**src/design/remedian_base5_median_macros.svh**
```systemverilog
// ----------------------------------------------------------------------------
// Assertion macros for the base-5 remedian estimator
// Checks clocked on clk, disabled while arst_n is low.
// ----------------------------------------------------------------------------
`ifndef REMEDIAN_BASE5_MEDIAN_MACROS_SVH
`define REMEDIAN_BASE5_MEDIAN_MACROS_SVH
`ifndef ASSERT_OFF
// property must hold at every edge outside reset
`define RBM_ASSERT(lbl, prop, msg) lbl: assert property (@(posedge clk) disable iff (!arst_n) \
	prop) else $error(msg);
// condition must never be true outside reset
`define RBM_NEVER(lbl, cond, msg) lbl: assert property (@(posedge clk) disable iff (!arst_n) \
	!(cond)) else $error(msg);
`else
`define RBM_ASSERT(lbl, prop, msg)
`define RBM_NEVER(lbl, cond, msg)
`endif
`endif

```
**src/design/rbm_pkg.sv**
```systemverilog
// ----------------------------------------------------------------------------
// rbm_pkg
// Constants, types and the sort schedule of the base-5 remedian estimator.
// ----------------------------------------------------------------------------
package rbm_pkg;

	localparam int LEVELS      = 8;
	localparam int SAMPLE_BITS = 32;
	localparam int SLOTS       = 4;
	localparam int GROUP       = 5;
	localparam int SORT_STEPS  = 10;

	localparam int LVL_W  = (LEVELS > 1) ? $clog2(LEVELS) : 1;
	localparam int ADDR_W = LVL_W + 2;
	localparam int DEPTH  = LEVELS * SLOTS;

	// largest signed value, used to pad short groups before sorting
	localparam logic signed [SAMPLE_BITS-1:0] PAD_MAX = {1'b0, {(SAMPLE_BITS-1){1'b1}}};

	typedef logic signed [SAMPLE_BITS-1:0] sample_t;

	typedef enum logic [2:0] {
		ST_IDLE,
		ST_PLACE,
		ST_LOAD,
		ST_SORT,
		ST_CARRY,
		ST_FIND,
		ST_EMIT
	} state_t;

	// Bubble-sort schedule over five entries: lower index of the pair
	// that is compared and exchanged at each step.
	function automatic logic [2:0] pair_lo(input logic [3:0] step);
		logic [2:0] r;
		case (step)
			4'd0, 4'd4, 4'd7, 4'd9: r = 3'd0;
			4'd1, 4'd5, 4'd8:       r = 3'd1;
			4'd2, 4'd6:             r = 3'd2;
			4'd3:                   r = 3'd3;
			default:                r = 3'd0;
		endcase
		return r;
	endfunction

endpackage

```
**src/design/remedian_base5_median.sv**
```systemverilog
// ----------------------------------------------------------------------------
// remedian_base5_median
// Streaming base-5 remedian: samples fill level 0, every full group of five
// carries its median one level up; the word marked last returns the median
// of the highest nonempty level.
// ----------------------------------------------------------------------------
// Channel   Dir  Signals                       Word contents
// s_*       in   s_tvalid s_tready s_tdata     tdata[31:0] sample, tlast final_item
//                s_tlast
// m_*       out  m_tvalid m_tready m_tdata     tdata[31:0] median_value,
//                m_tuser                       tuser overflowed
//
// A sample that lands in level 0 is accepted in idle, then placed.
// Each carry reads a level row from the level RAM, runs 10 steps of
// the single compare-exchange unit, then carries and places the median.
// A last word adds a level search, a load and sort, then the emit.
// s_tready is high only while the sequencer idles; the result register
// lets the next word in while a median waits on m_tready, but a second
// last word holds in emit until that median is taken.
// Reset clears fill counts, overflow flag and handshakes; RAM is not cleared.
// ----------------------------------------------------------------------------
module remedian_base5_median (
	input  logic                              clk,
	input  logic                              arst_n,
	input  logic                              s_tvalid,
	output logic                              s_tready,
	input  logic [rbm_pkg::SAMPLE_BITS-1:0]   s_tdata,   // [31:0] sample
	input  logic                              s_tlast,   // final_item
	output logic                              m_tvalid,
	input  logic                              m_tready,
	output logic [rbm_pkg::SAMPLE_BITS-1:0]   m_tdata,   // [31:0] median_value
	output logic                              m_tuser    // overflowed
);

	`include "remedian_base5_median_macros.svh"

	rbm_pkg::state_t state_q, state_d;

	// level RAM and its registered read port
	rbm_pkg::sample_t            mem [rbm_pkg::DEPTH];
	rbm_pkg::sample_t            rd_data_q;
	logic [rbm_pkg::ADDR_W-1:0]  rd_addr;
	logic [rbm_pkg::ADDR_W-1:0]  wr_addr;
	logic                        wr_en;

	logic [2:0]                  fill_q [rbm_pkg::LEVELS];
	logic                        ovf_q;
	rbm_pkg::sample_t            v_q;
	logic                        last_q;
	logic                        fin_q;
	logic [rbm_pkg::LVL_W-1:0]   lv_q;
	logic [2:0]                  n_q;
	logic [2:0]                  cnt_q;
	logic [3:0]                  step_q;
	rbm_pkg::sample_t            buf_q [rbm_pkg::GROUP];

	logic                        m_tvalid_q;
	rbm_pkg::sample_t            m_tdata_q;
	logic                        m_tuser_q;

	logic [2:0]                  fill_cur;
	logic                        lvl_full;
	logic                        top_lvl;
	logic                        out_free;
	logic [2:0]                  pi;
	rbm_pkg::sample_t            cmp_lo, cmp_hi;
	logic                        do_swap;
	logic [rbm_pkg::LVL_W-1:0]   top_idx;
	logic                        top_found;
	rbm_pkg::sample_t            med;
	logic [2:0]                  slot_idx;
	logic                        pad_slot;

	assign s_tready = (state_q == rbm_pkg::ST_IDLE);
	assign m_tvalid = m_tvalid_q;
	assign m_tdata  = m_tdata_q;
	assign m_tuser  = m_tuser_q;

	assign fill_cur = fill_q[lv_q];
	assign lvl_full = (fill_cur == 3'(rbm_pkg::SLOTS));
	assign top_lvl  = (lv_q == rbm_pkg::LVL_W'(rbm_pkg::LEVELS - 1));
	assign out_free = !m_tvalid_q || m_tready;

	// shared compare-exchange unit
	assign pi      = rbm_pkg::pair_lo(step_q);
	assign cmp_lo  = buf_q[pi];
	assign cmp_hi  = buf_q[pi + 3'd1];
	assign do_swap = (cmp_hi < cmp_lo);

	// slot captured during a row load; slots past the count are padded
	assign slot_idx = cnt_q - 3'd1;
	assign pad_slot = fin_q && (slot_idx >= n_q);

	// upper median of the final group, zero when every level is empty
	assign med = fin_q ? buf_q[{1'b0, n_q[2:1]}] : '0;

	assign rd_addr = {lv_q, cnt_q[1:0]};
	assign wr_addr = {lv_q, fill_cur[1:0]};
	assign wr_en   = (state_q == rbm_pkg::ST_PLACE) && !lvl_full;

	// highest nonempty level
	always_comb begin
		top_idx   = '0;
		top_found = 1'b0;
		for (int i = 0; i < rbm_pkg::LEVELS; i++) begin
			if (fill_q[i] != 3'd0) begin
				top_idx   = rbm_pkg::LVL_W'(i);
				top_found = 1'b1;
			end
		end
	end

	// level RAM
	always_ff @(posedge clk) begin
		if (wr_en) begin
			mem[wr_addr] <= v_q;
		end
		rd_data_q <= mem[rd_addr];
	end

	// state register
	always_ff @(posedge clk or negedge arst_n) begin
		if (!arst_n) begin
			state_q <= rbm_pkg::ST_IDLE;
		end else begin
			state_q <= state_d;
		end
	end

	// next state
	always_comb begin
		state_d = state_q;
		unique case (state_q)
			rbm_pkg::ST_IDLE: begin
				if (s_tvalid) state_d = rbm_pkg::ST_PLACE;
			end
			rbm_pkg::ST_PLACE: begin
				if (lvl_full)    state_d = rbm_pkg::ST_LOAD;
				else if (last_q) state_d = rbm_pkg::ST_FIND;
				else             state_d = rbm_pkg::ST_IDLE;
			end
			rbm_pkg::ST_LOAD: begin
				if (cnt_q == 3'(rbm_pkg::SLOTS)) state_d = rbm_pkg::ST_SORT;
			end
			rbm_pkg::ST_SORT: begin
				if (step_q == 4'(rbm_pkg::SORT_STEPS - 1)) begin
					state_d = fin_q ? rbm_pkg::ST_EMIT : rbm_pkg::ST_CARRY;
				end
			end
			rbm_pkg::ST_CARRY: begin
				if (!top_lvl)    state_d = rbm_pkg::ST_PLACE;
				else if (last_q) state_d = rbm_pkg::ST_FIND;
				else             state_d = rbm_pkg::ST_IDLE;
			end
			rbm_pkg::ST_FIND: begin
				state_d = top_found ? rbm_pkg::ST_LOAD : rbm_pkg::ST_EMIT;
			end
			rbm_pkg::ST_EMIT: begin
				if (out_free) state_d = rbm_pkg::ST_IDLE;
			end
			default: state_d = rbm_pkg::ST_IDLE;
		endcase
	end

	// sequencer control registers
	always_ff @(posedge clk or negedge arst_n) begin
		if (!arst_n) begin
			for (int i = 0; i < rbm_pkg::LEVELS; i++) fill_q[i] <= 3'd0;
			ovf_q      <= 1'b0;
			last_q     <= 1'b0;
			fin_q      <= 1'b0;
			lv_q       <= '0;
			n_q        <= 3'd0;
			cnt_q      <= 3'd0;
			step_q     <= 4'd0;
			m_tvalid_q <= 1'b0;
		end else begin
			// result valid: set on emit, dropped once taken
			if (state_q == rbm_pkg::ST_EMIT && out_free) m_tvalid_q <= 1'b1;
			else if (m_tready)                            m_tvalid_q <= 1'b0;
			case (state_q)
				rbm_pkg::ST_IDLE: begin
					if (s_tvalid) begin
						last_q <= s_tlast;
						fin_q  <= 1'b0;
						lv_q   <= '0;
					end
				end
				rbm_pkg::ST_PLACE: begin
					cnt_q <= 3'd0;
					if (!lvl_full) fill_q[lv_q] <= fill_cur + 3'd1;
				end
				rbm_pkg::ST_LOAD: begin
					cnt_q  <= cnt_q + 3'd1;
					step_q <= 4'd0;
				end
				rbm_pkg::ST_SORT: begin
					step_q <= step_q + 4'd1;
				end
				rbm_pkg::ST_CARRY: begin
					fill_q[lv_q] <= 3'd0;
					if (top_lvl) ovf_q <= 1'b1;
					else         lv_q  <= lv_q + 1'b1;
				end
				rbm_pkg::ST_FIND: begin
					lv_q  <= top_idx;
					n_q   <= fill_q[top_idx];
					fin_q <= top_found;
					cnt_q <= 3'd0;
				end
				rbm_pkg::ST_EMIT: begin
					if (out_free) begin
						ovf_q <= 1'b0;
						for (int i = 0; i < rbm_pkg::LEVELS; i++) fill_q[i] <= 3'd0;
					end
				end
				default: ;
			endcase
		end
	end

	// datapath: carried value, sort buffer, result word
	always_ff @(posedge clk) begin
		case (state_q)
			rbm_pkg::ST_IDLE: begin
				if (s_tvalid) v_q <= s_tdata;
			end
			rbm_pkg::ST_LOAD: begin
				if (cnt_q != 3'd0) buf_q[slot_idx] <= pad_slot ? rbm_pkg::PAD_MAX : rd_data_q;
				if (cnt_q == 3'(rbm_pkg::SLOTS)) buf_q[rbm_pkg::SLOTS] <= fin_q ? rbm_pkg::PAD_MAX : v_q;
			end
			rbm_pkg::ST_SORT: begin
				if (do_swap) begin
					buf_q[pi]        <= cmp_hi;
					buf_q[pi + 3'd1] <= cmp_lo;
				end
			end
			rbm_pkg::ST_CARRY: begin
				v_q <= buf_q[rbm_pkg::GROUP / 2];
			end
			rbm_pkg::ST_EMIT: begin
				if (out_free) begin
					m_tdata_q <= med;
					m_tuser_q <= ovf_q;
				end
			end
			default: ;
		endcase
	end

	// checks
	`RBM_NEVER(a_fill0_range, fill_q[0] > 3'(rbm_pkg::SLOTS), "level 0 fill count above four")
	`RBM_ASSERT(a_carry_sorted, (state_q == rbm_pkg::ST_CARRY) |-> (buf_q[1] <= buf_q[2] && buf_q[2] <= buf_q[3]), "group not sorted at carry")
	`RBM_ASSERT(a_emit_clears, (state_q == rbm_pkg::ST_EMIT && out_free) |=> (!ovf_q && fill_q[0] == 3'd0 && m_tvalid), "state not cleared after result")

endmodule

```
**config.mk**
```make
export PLATFORM = sky130hd
export DESIGN_NAME = remedian_base5_median
export DESIGN_NICKNAME = d
export VERILOG_FILES = /design/src/design/rbm_pkg.sv /design/src/design/remedian_base5_median.sv
export VERILOG_INCLUDE_DIRS = /design/src /design/src/design
export SDC_FILE = /design/constraint.sdc
export NUM_CORES = 1
export LEC_CHECK = 0
export ABC_AREA = 1
export BUFFER_PORTS_ARGS = -buffer_cell sky130_fd_sc_hd__buf_4
export CORE_MARGIN = 8
export CORE_UTILIZATION = 40
export CTS_CLUSTER_DIAMETER = 80
export DETAILED_ROUTE_END_ITERATION = 6
export MAX_ROUTING_LAYER = met4
export PLACE_DENSITY_LB_ADDON = 0.3
export SLEW_MARGIN = 15
export SYNTH_ARGS = -nofsm -noshare
export SYNTH_HDL_FRONTEND = slang
export SYNTH_SLANG_ARGS = --single-unit
```
**constraint.sdc**
```tcl
create_clock -name clk -period 6.7 [get_ports clk]
set_clock_uncertainty 0.15 [all_clocks]
set_input_delay 0.335 -clock clk [delete_from_list [all_inputs] [get_ports clk]]
set_output_delay 0.335 -clock clk [all_outputs]
set_load 0.01 [all_outputs]
```
==> key figures <==
Floorplanning
  • Die height: 394 µm
  • Row count: 139
  • Chip Width: 394 µm
  • Top Ports: 72
  • Initial Utilization: 40.1%
  • Die area: 0.156 mm²
  • Core Area: 0.143 mm²

Global routing
  • Initial antenna violation count: 4
  • Grt ovf: 0
  • Largest net degree at the start of global routing: 186
  • Met1 Resource Use GR: 29.8%
  • Met2 usage: 34.0%
  • Overall Global Routing Usage: 22.2%
  • First-pass GRT wire length: 255,000 µm
  • Met3 Use GR: 3.74%
  • Grt peak-use layer: met2
  • Vias in the first global route: 38,652

STA
  • Worst slew pin tran: 1.20 ns
  • Final hold viol count: 0
  • Fin Hold WS: 0.258 ns
  • RSZ-0062 raised after global routing: false
  • Fmax: 169 MHz
  • PnR worst setup slack: 0.771 ns
  • Crit share post-route: 88.5%
  • Final Max Slew Viols: 0
  • Max_slew headroom: 19.7%
  • Final setup fails: 0
  • Final setup TNS: 0 ns
  • Crit path time final: 5.93 ns

Placed design
  • Cells after DPL: 6,890
  • HPWL Detailed: 97,400 µm
  • Place WS: 0.899 ns
  • Placed Area: 0.0602 mm²
  • GPL Wtd Cong: 0.922
  • PortBufs: 71

Synthesis
  • Mapped Cells: 5,123
  • Largest family of logic cells by synthesized area: compound AO/OA/AOI/OAI gates
  • Ys flop type: edfxtp_1
  • Post-synth cell types: 47
  • Adder-cell area share of the yosys netlist: 1.07%
  • Mux cell area share after synthesis: 0.0197%
  • Count leader, synth: edfxtp_1
  • Count of state elements after synthesis: 1,325
  • Mapped Area: 0.0573 mm²
  • Synth top area share: 65.5%
  • Async S/R FF share, synth: 3.32%
  • Syn avg cell area: 11.2 µm²
  • Post-synth EDFFs: 1,249
  • YS warnings: 0
  • Commonest cells in the netlist: edfxtp_1, nand2_1, o21ai_0
  • Synthesized Nets: 5,209
  • Compound-Gate Fraction of Synth Area: 14.1%
  • Post-synthesis sequential area ratio: 68.5%
  • Simple-gate portion of the synthesized area: 11.9%
  • Xor and xnor area share after synthesis: 0.0459%
  • Area contributors post-synth: edfxtp_1, o21ai_0, nand2_1
  • Largest area contributor in the netlist: edfxtp_1

Drt
  • Total wire length: 175,000 µm
  • Via/cell ratio: 5.74
  • Initial DRC count: 5,216
  • TritonRoute pass-1 iters: 7
  • Drc violations: 1
  • Drt wl/cell: 24.3 µm
  • Antenna-violating nets left: 0
  • Total vias in the final route: 41,363

CTS
  • Post-CTS Setup Inserts: 0
  • TritonCTS clock tree: yes
  • Root Driver: clkbuf_16
  • TritonCTS buffer count: 144
  • Worst skew pair latency: 0.78 ns
  • CTS H-tree lvls: 4
  • CTS-repair resized insts: 0
  • Clock tree buffer depth: 3
  • TritonCTS Sinks: 1,325
  • Worst-path clk slew: 0.06 ns

Worst hold path
  • Tightest Hold Check Type: in -> reg
  • WHS Endpoint: v_q[8]
  • Worst hold start: s_tdata[8]
  • Hold depth: 4

Outcome
  • Status: finished with violations
  • Failing checks: DRC

Cells and area
  • Synthesis-to-finish area growth: 13.8%
  • Finished Layout Cells: 7,201
  • Post-Layout Inst Area: 0.0651 mm²
  • Final nets: 5,265
  • Fillers: 12,830
  • Layout cell share with drive strength beyond 1: 9.65%
  • Final Util: 45.6%

Critical path
  • CP startpoint: step_q[0]
  • R2R Setup Slk: 0.77 ns
  • R2r startpoint: step_q[0]
  • Critical R2R Capture: buf_q[0][3]
  • CP startpoint kind: register
  • CP Max Fanout: 24
  • Crit path top cell by count: nand2_1
  • Max incr delay on CP: 0.45 ns
  • CP arrival: 6.24 ns
  • Crit path kind: reg -> reg
  • Critical path endpoint category: register
  • Slowest-stage cell, CP: inv_2
  • CP required: 7.01 ns
  • Worst R2R Path Depth: 27

Power
  • Worst vdd ir: 0.389 mV
  • P_leak: 23.3 nW
  • Power, Total: 31.3 mW
  • PD cells: 480 mW/mm²

Run
  • Max Cap Violations: 0
==> cells in the final DEF (no fill, tap or decap), types with 48 or more instances in the layout <==
cell,synthesis,routed
clkbuf_16,0,145
o22ai_1,288,288
ha_1,49,48
a21oi_1,182,182
o21ai_0,741,741
buf_4,9,184
nand2_1,919,918
inv_1,266,259
a221oi_1,64,64
edfxtp_1,1249,1249
nor2_1,655,622
nand3_1,71,71
a22o_1,59,59
clkbuf_1,284,54
==> worst max-delay path by stage <==
stage	to	cells past startpoint
final	buf_q[0][3]	27
after global routing	buf_q[2][15]	29
after CTS	buf_q[0][3]	27
after detailed placement	buf_q[0][9]	27
after global placement	buf_q[2][19]	28
after floorplan	buf_q[4][0]	29
==> final cells by class <==
| cell class | instances | area (µm²) | area share (%) |
|---|---|---|---|
| flip-flops and latches | 1325 | 39300 | 60.3 |
| multi-input cells | 3184 | 15900 | 24.4 |
| clock buffers | 205 | 3910 | 6.01 |
| well taps | 1903 | 2380 | 3.66 |
| repair buffers | 240 | 2090 | 3.21 |
| inverters | 284 | 1080 | 1.66 |
| clock inverters | 56 | 543 | 0.834 |
| diodes | 4 | 10.0 | 0.0154 |
==> state kept, by name, indices dropped and copies added, names as in the netlist, named ones only <==
| signal | flops |
|---|---|
| mem | 1024 |
| buf_q | 160 |
| m_tdata | 32 |
| rd_data_q | 32 |
| v_q | 32 |
| step_q | 4 |
| cnt_q | 3 |
| lv_q | 3 |
| n_q | 3 |
| state_q | 3 |
| fin_q | 1 |
| last_q | 1 |
| m_tuser | 1 |
| m_tvalid | 1 |
| ovf_q | 1 |
==> power breakdown <==
| group | internal, mW | switching, mW |
|---|---|---|
| registers | 11.1 | 0.903 |
| clock network | 4.32 | 3.27 |
| logic | 3.25 | 8.40 |
==> kinds of logic after synthesis <==
kind of cell / count (synthesis)
compound gates: 1406
buf+inv: 614
mux: 1
flops: 1325
fa+ha+maj: 49
xor+xnor: 3
simple gates: 1725
==> per-layer routing <==
layer / routed length, µm / up-vias
li1: - / 18502
met1: 71500 / 20275
met4: 6690 / 0
met2: 80000 / 2186
met3: 16800 / 400
met5: 0 / -
==> critical path, delay by kind of cell, from the launching register on <==
family,cells,cell delay (ns)
AND/OR/NAND/NOR,12,1.84
adder cells (fa/ha/maj),3,0.81
flip-flops,1,0.42
AO/OA/AOI/OAI,7,1.17
buffers and inverters,5,1.23
==> what timing repair did <==
item | CTS | global route
setup endpoints to repair | 0 | 0
hold buffers | 40 | 0
endpoints found under the hold margin | 82 | 0
No activity file was read; power rests on OpenSTA's default activity.
